===== config.mk =====
export PLATFORM = sky130hd
export DESIGN_NAME = mll_cfg_flat
export DESIGN_NICKNAME = d
export VERILOG_FILES = /design/src/rtl/mll_pkg.sv /design/src/rtl/mll_ifs.sv /design/src/rtl/mll_cfg.sv /design/src/flat_wrapper.sv
export SDC_FILE = /design/constraint.sdc
export NUM_CORES = 1
export LEC_CHECK = 0
export BUFFER_PORTS_ARGS = -buffer_cell sky130_fd_sc_hd__clkbuf_2
export CORE_MARGIN = 5
export CORE_UTILIZATION = 45
export CTS_CLUSTER_SIZE = 16
export DETAILED_ROUTE_END_ITERATION = 7
export GPL_TIMING_DRIVEN = 0
export PLACE_DENSITY = 0.73
export SYNTH_ARGS = -nofsm -noshare
export SYNTH_HDL_FRONTEND = slang
export SYNTH_SLANG_ARGS = --single-unit
export TNS_END_PERCENT = 100

===== constraint.sdc =====
create_clock -name clk -period 1.31 [get_ports clk]
set_clock_uncertainty 0.15 [all_clocks]
set_input_delay 0.0655 -clock clk [delete_from_list [all_inputs] [get_ports clk]]
set_output_delay 0.0655 -clock clk [all_outputs]
set_load 0.1 [all_outputs]

===== src/rtl/mll_pkg.sv =====
// shared types and constants for the multinomial log-likelihood block
`timescale 1ns / 1ps

package mll_pkg;

	localparam int COUNT_W   = 10;
	localparam int LP_W      = 23;
	localparam int OUT_W     = 35;
	localparam int NUM_CAT   = 4;
	localparam int CAT_W     = 3;
	localparam int CFG_IDX_W = 3;
	localparam int CFG_DAT_W = LP_W;
	localparam int TOT_W     = COUNT_W + 2;

	typedef enum logic [CFG_IDX_W-1:0] {
		REG_LOG_PROB_A      = 3'd0,
		REG_LOG_PROB_B      = 3'd1,
		REG_LOG_PROB_C      = 3'd2,
		REG_LOG_PROB_D      = 3'd3,
		REG_CATEGORY_COUNT  = 3'd4,
		REG_WITH_COEFFICIENT = 3'd5
	} cfg_reg_e;

	typedef struct packed {
		logic [NUM_CAT-1:0][LP_W-1:0] log_prob;
		logic [CAT_W-1:0]             category_count;
		logic                         with_coefficient;
	} cfg_t;

endpackage


===== src/rtl/mll_ifs.sv =====


interface mll_cfg_if;
	import mll_pkg::*;
	logic                 valid;
	logic                 ready;
	logic [CFG_IDX_W-1:0] index;
	logic [CFG_DAT_W-1:0] data;

	modport source (output valid, index, data, input ready);
	modport sink (input valid, index, data, output ready);
endinterface


===== src/rtl/mll_cfg.sv =====
// configuration register file
`timescale 1ns / 1ps

module mll_cfg import mll_pkg::*; (
	input  logic      clk,
	input  logic      arst_n,
	mll_cfg_if.sink   cfg,
	output cfg_t      regs
);

	cfg_t regs_q;

	assign cfg.ready = 1'b1;
	assign regs      = regs_q;

	always_ff @(posedge clk or negedge arst_n) begin
		if (!arst_n) begin
			regs_q.log_prob         <= '0;
			regs_q.category_count   <= CAT_W'(4);
			regs_q.with_coefficient <= 1'b1;
		end else if (cfg.valid) begin
			case (cfg_reg_e'(cfg.index))
				REG_LOG_PROB_A:       regs_q.log_prob[0] <= cfg.data[LP_W-1:0];
				REG_LOG_PROB_B:       regs_q.log_prob[1] <= cfg.data[LP_W-1:0];
				REG_LOG_PROB_C:       regs_q.log_prob[2] <= cfg.data[LP_W-1:0];
				REG_LOG_PROB_D:       regs_q.log_prob[3] <= cfg.data[LP_W-1:0];
				REG_CATEGORY_COUNT:   regs_q.category_count <= cfg.data[CAT_W-1:0];
				REG_WITH_COEFFICIENT: regs_q.with_coefficient <= cfg.data[0];
				default: ;
			endcase
		end
	end

endmodule


===== src/flat_wrapper.sv =====
// flat-port wrapper written by rule: the top's interface ports become plain ports
module mll_cfg_flat import mll_pkg::*;
  (clk, arst_n, regs, cfg_valid, cfg_index, cfg_data, cfg_ready);
  mll_cfg_if cfg_i ();
  input  logic clk;
  input  logic arst_n;
  output cfg_t regs;
  input wire logic [$bits(cfg_i.valid)-1:0] cfg_valid;
  input wire logic [$bits(cfg_i.index)-1:0] cfg_index;
  input wire logic [$bits(cfg_i.data)-1:0] cfg_data;
  output wire logic [$bits(cfg_i.ready)-1:0] cfg_ready;
  assign cfg_i.valid = cfg_valid;
  assign cfg_i.index = cfg_index;
  assign cfg_i.data = cfg_data;
  assign cfg_ready = cfg_i.ready;
  mll_cfg u_core (.clk(clk), .arst_n(arst_n), .cfg(cfg_i), .regs(regs));
endmodule

# Word-level counts from Yosys, hierarchy flattened
# Cells that the tools add are included.
dict set report word_totals {
  output_inout_bits 97
  ff_bits 96
  elab_cells 18
}
dict set report classes {
  n_reduce_logical 7
  eq_ne 5
}
# cell count
set ops {}
lappend ops {{$reduce_and 2->1} 6}
lappend ops {{$eq 3x2->1 const B} 2}
lappend ops {{$eq 3x3->1 const B} 2}
lappend ops {{$eq 3x1->1 const B} 1}
lappend ops {{$logic_not 3->1} 1}

# Depth between registers and ports, before layout
dict set report depth {
  depth_word 2
  depth_mapped 4
  mapped_depth_nobuf 2
}

# Least setup slack after synthesis
# Ideal clock, no wire load.
dict set report synth_path {
  kind {register to register}
  start {register u_core.regs[52] (netlist name)}
  end {register u_core.regs_q, in the netlist u_core.regs[52]}
  period_less_slack_ps 1430
  setup_ps 128
  t_arrival_ps 1152
  path_stages_with_launch 2
  slack_ps -120
  path_cell_list {dfrtp_1 mux2_1}
}
# element line
set synth_rtl {}
lappend synth_rtl {{end, declared} mll_cfg.sv:11} ;# cfg_t regs_q;

# Worst setup path after layout
dict set report layout_path {
  start {register u_core.regs_q, in the netlist u_core.regs[0]}
  end {output port regs[0] (netlist name)}
}
# element line
set layout_rtl {}
lappend layout_rtl {{end, declared} flat_wrapper.sv:7} ;# output cfg_t regs;
# No word-level cell between the ends.

==> results.json <==
{
  "synth_top_area_share_pct": 63.8,
  "p_total_mw": 13.1,
  "critPathArrivalTime_ns": 1.12,
  "synth-compound-area-share_pct": 0,
  "ir_worst_vdd_mv": 1.86,
  "utilization_pct": 66.0,
  "p_leak_nw": 2.35,
  "synth_cell_types": 14,
  "antenna_found_initial": 0,
  "insertedDiodeCount": 0,
  "finalCriticalPeriod_ns": 1.33,
  "track_usage_pct": 17.8,
  "crit_path_max_incr_delay_ns": 0.57,
  "synthMuxAreaShare_pct": 29.9,
  "worstSetupStartpointType": "flop",
  "violations": "setup timing",
  "crit_family": "flip-flops",
  "clk_latency_ns": 0.35,
  "grt_pass1_vias": 2630,
  "holdPathEnd": "u_core.regs[0]",
  "grt_max_degree": 56,
  "post-cts-setup-buffers": 0,
  "synth.most_common_cell": "dfrtp_1",
  "worstPathMaxFanout": 2,
  "layoutNonFillerInstCount": 483,
  "fin_crit_sh_pct": 102,
  "clock_sink_count": 96,
  "setup_violations": 2,
  "dp_cells": 440,
  "yosysSeqAreaShare_pct": 65.2,
  "synth_area_leaders": "dfrtp_1 (64%), mux2_2 (27%), mux2_4 (2.4%)",
  "timing.critical_path.buf_inv": 1,
  "synth_top_family_by_area": "multiplexers",
  "fin_hold_ws_ns": 0.0312,
  "synth_top_cell_by_area": "dfrtp_1",
  "cts_buffer_depth": 2,
  "required_ns": 1.09,
  "cts_tree": "built",
  "synth_ff_type": "dfrtp_1",
  "viasPerCell": 4.93,
  "r2r_slack_ns": 0.34,
  "drv_slew": 0,
  "vias": 2382,
  "synthTopCellsByCount": "dfrtp_1 (94), mux2_2 (87), buf_6 (7)",
  "status": "finished with violations",
  "ff2ff_path_depth": 1,
  "syn_to_final_growth_pct": 44.9,
  "initial_core_util_pct": 45.6,
  "place_congestion": 0.718,
  "syn_inst": 210,
  "drive_above_1_share_pct": 90.7,
  "synthAdderAreaFrac_pct": 0,
  "ant_nets": 0,
  "grt_first_pass_wirelength_microns": 14000,
  "gr-total-overflow": 0,
  "root_buffer": "clkbuf_8",
  "die_x_microns": 101,
  "critPathKind": "flop to output port",
  "crit_path_end_kind": "output port",
  "fmax_mhz": 751,
  "fin_nets": 402,
  "grt_use_met3_pct": 6.51,
  "pwr_density_cell_nw_per_um2": 2460,
  "worst_pin_slew_ns": 0.597,
  "design.die.area_sq_um": 10100,
  "r2r-end": "u_core.regs[52]",
  "holdCritPathClass": "primary input to flop",
  "numCtsBuffers": 9,
  "worstHoldStart": "cfg_index[1]",
  "io_buffers": 124,
  "core-area_sq_um": 8090,
  "drt-initial-drc-count": 49,
  "worst_slack_ns": -0.0222,
  "die_y_microns": 101,
  "holdPathStages": 3,
  "worstReg2RegStart": "u_core.regs[52]",
  "critPathLaunch": "u_core.regs[0]",
  "worstPathCellList": "clkbuf_16",
  "cap_violations": 0,
  "ys_async_sr_fraction_pct": 100,
  "netlist_area_sq_um": 3690,
  "num_rows": 33,
  "met2_usage_pct": 29.3,
  "place_area_sq_um": 4590,
  "avgSynthCellArea_sq_um": 17.6,
  "drc": 0,
  "ys_seq_elements": 96,
  "post_drt_wl_per_cell_microns": 17.8,
  "synth_xor_area_share_pct": 0,
  "synth_nets": 239,
  "grt-busiest-layer": "met2",
  "dr.pass1.iters": 4,
  "largest_reg_flops": 96,
  "clk_pin_slew_worst_paths_ns": 0.09,
  "crit_slowest_cell": "dfstp_2",
  "fin_area_sq_um": 5350,
  "grt_use_met1_pct": 22.0,
  "htree_levels": 3,
  "yosys_warnings": 0,
  "wirelength_microns": 8580,
  "hold_violations": 0,
  "synth_edf_count": 0,
  "synthSimpleGateAreaFrac_pct": 2.07,
  "slew_headroom_pct": 60.2,
  "hpwl_microns": 5880,
  "ios": 126,
  "num-fill-cells": 596,
  "grt_setup_unrepaired": "true"
}
-- where the power goes --
group	internal, mW	leakage (nW)	switching [mW]
Combinational	1.46	1.20	5.56
Sequential	3.73	1.05	0.370
Clock	0.927	0.104	1.09
-- cell families after synthesis --
logic type	Yosys count
multiplexers	96
flip-flops	96
buffers and inverters	11
AND/OR/NAND/NOR	6
other	1
-- stage by stage --
step	setup WS, ns	setup TNS [ns]
finish	-0.0222	-0.0365
global route	-0.0708	-0.131
CTS	-0.0547	-0.0997
detailed placement	-0.307	-17.36
global placement	-1.28	-135.95
floorplan	0.0260	0
-- layout make-up --
| class | instances | area [sq um] | area share (%) |
|---|---|---|---|
| plain buffers | 11 | 101 | 1.90 |
| clock buffers | 9 | 124 | 2.32 |
| clock inverters | 7 | 86.3 | 1.62 |
| multi-input cells | 103 | 1180 | 22.1 |
| flip-flops and latches | 96 | 2520 | 47.2 |
| well taps | 105 | 131 | 2.46 |
| repair buffers | 152 | 1200 | 22.4 |
-- placed cells by master (no fill, tap or decap), types with 2 or more instances in the layout --
master | synthesis | routed
clkbuf_16 | 0 | 2
inv_8 | 0 | 2
clkbuf_2 | 0 | 27
buf_2 | 3 | 3
dlygate4sd3_1 | 0 | 27
buf_6 | 7 | 7
nand4b_1 | 2 | 2
dfstp_2 | 2 | 2
mux2_2 | 87 | 87
clkbuf_8 | 0 | 9
dfrtp_2 | 0 | 94
mux2_1 | 3 | 3
buf_4 | 1 | 56
clkbuf_4 | 0 | 40
inv_6 | 0 | 2
mux2_4 | 6 | 6
-- routing by layer --
layer	vias to the layer above	wire length, microns	part of all wire, %
li1	1066	-	-
met1	1213	3490	41
met2	96	4180	49
met3	7	833	9.7
met4	0	69	0.80
met5	-	0	0
-- how the worst max path moves through the flow --
stage	to	slack (ns)	cells after the start
floorplan	u_core.regs[0]	0.03	1
global route	regs[0]	-0.07	1
CTS	regs[0]	-0.05	1
global placement	u_core.regs[81]	-1.28	1
detailed placement	u_core.regs[9]	-0.31	4
finish	regs[0]	-0.02	1
-- what timing repair did --
| action | in CTS | in global routing |
|---|---|---|
| pin swaps | 0 | 0 |
| hold buffers | 27 | 0 |
| setup endpoints to repair | 96 | 57 |
| resized for setup | 100 | 55 |
| hold endpoints to repair | 137 | 0 |
Power figures use the tool's default switching activity.
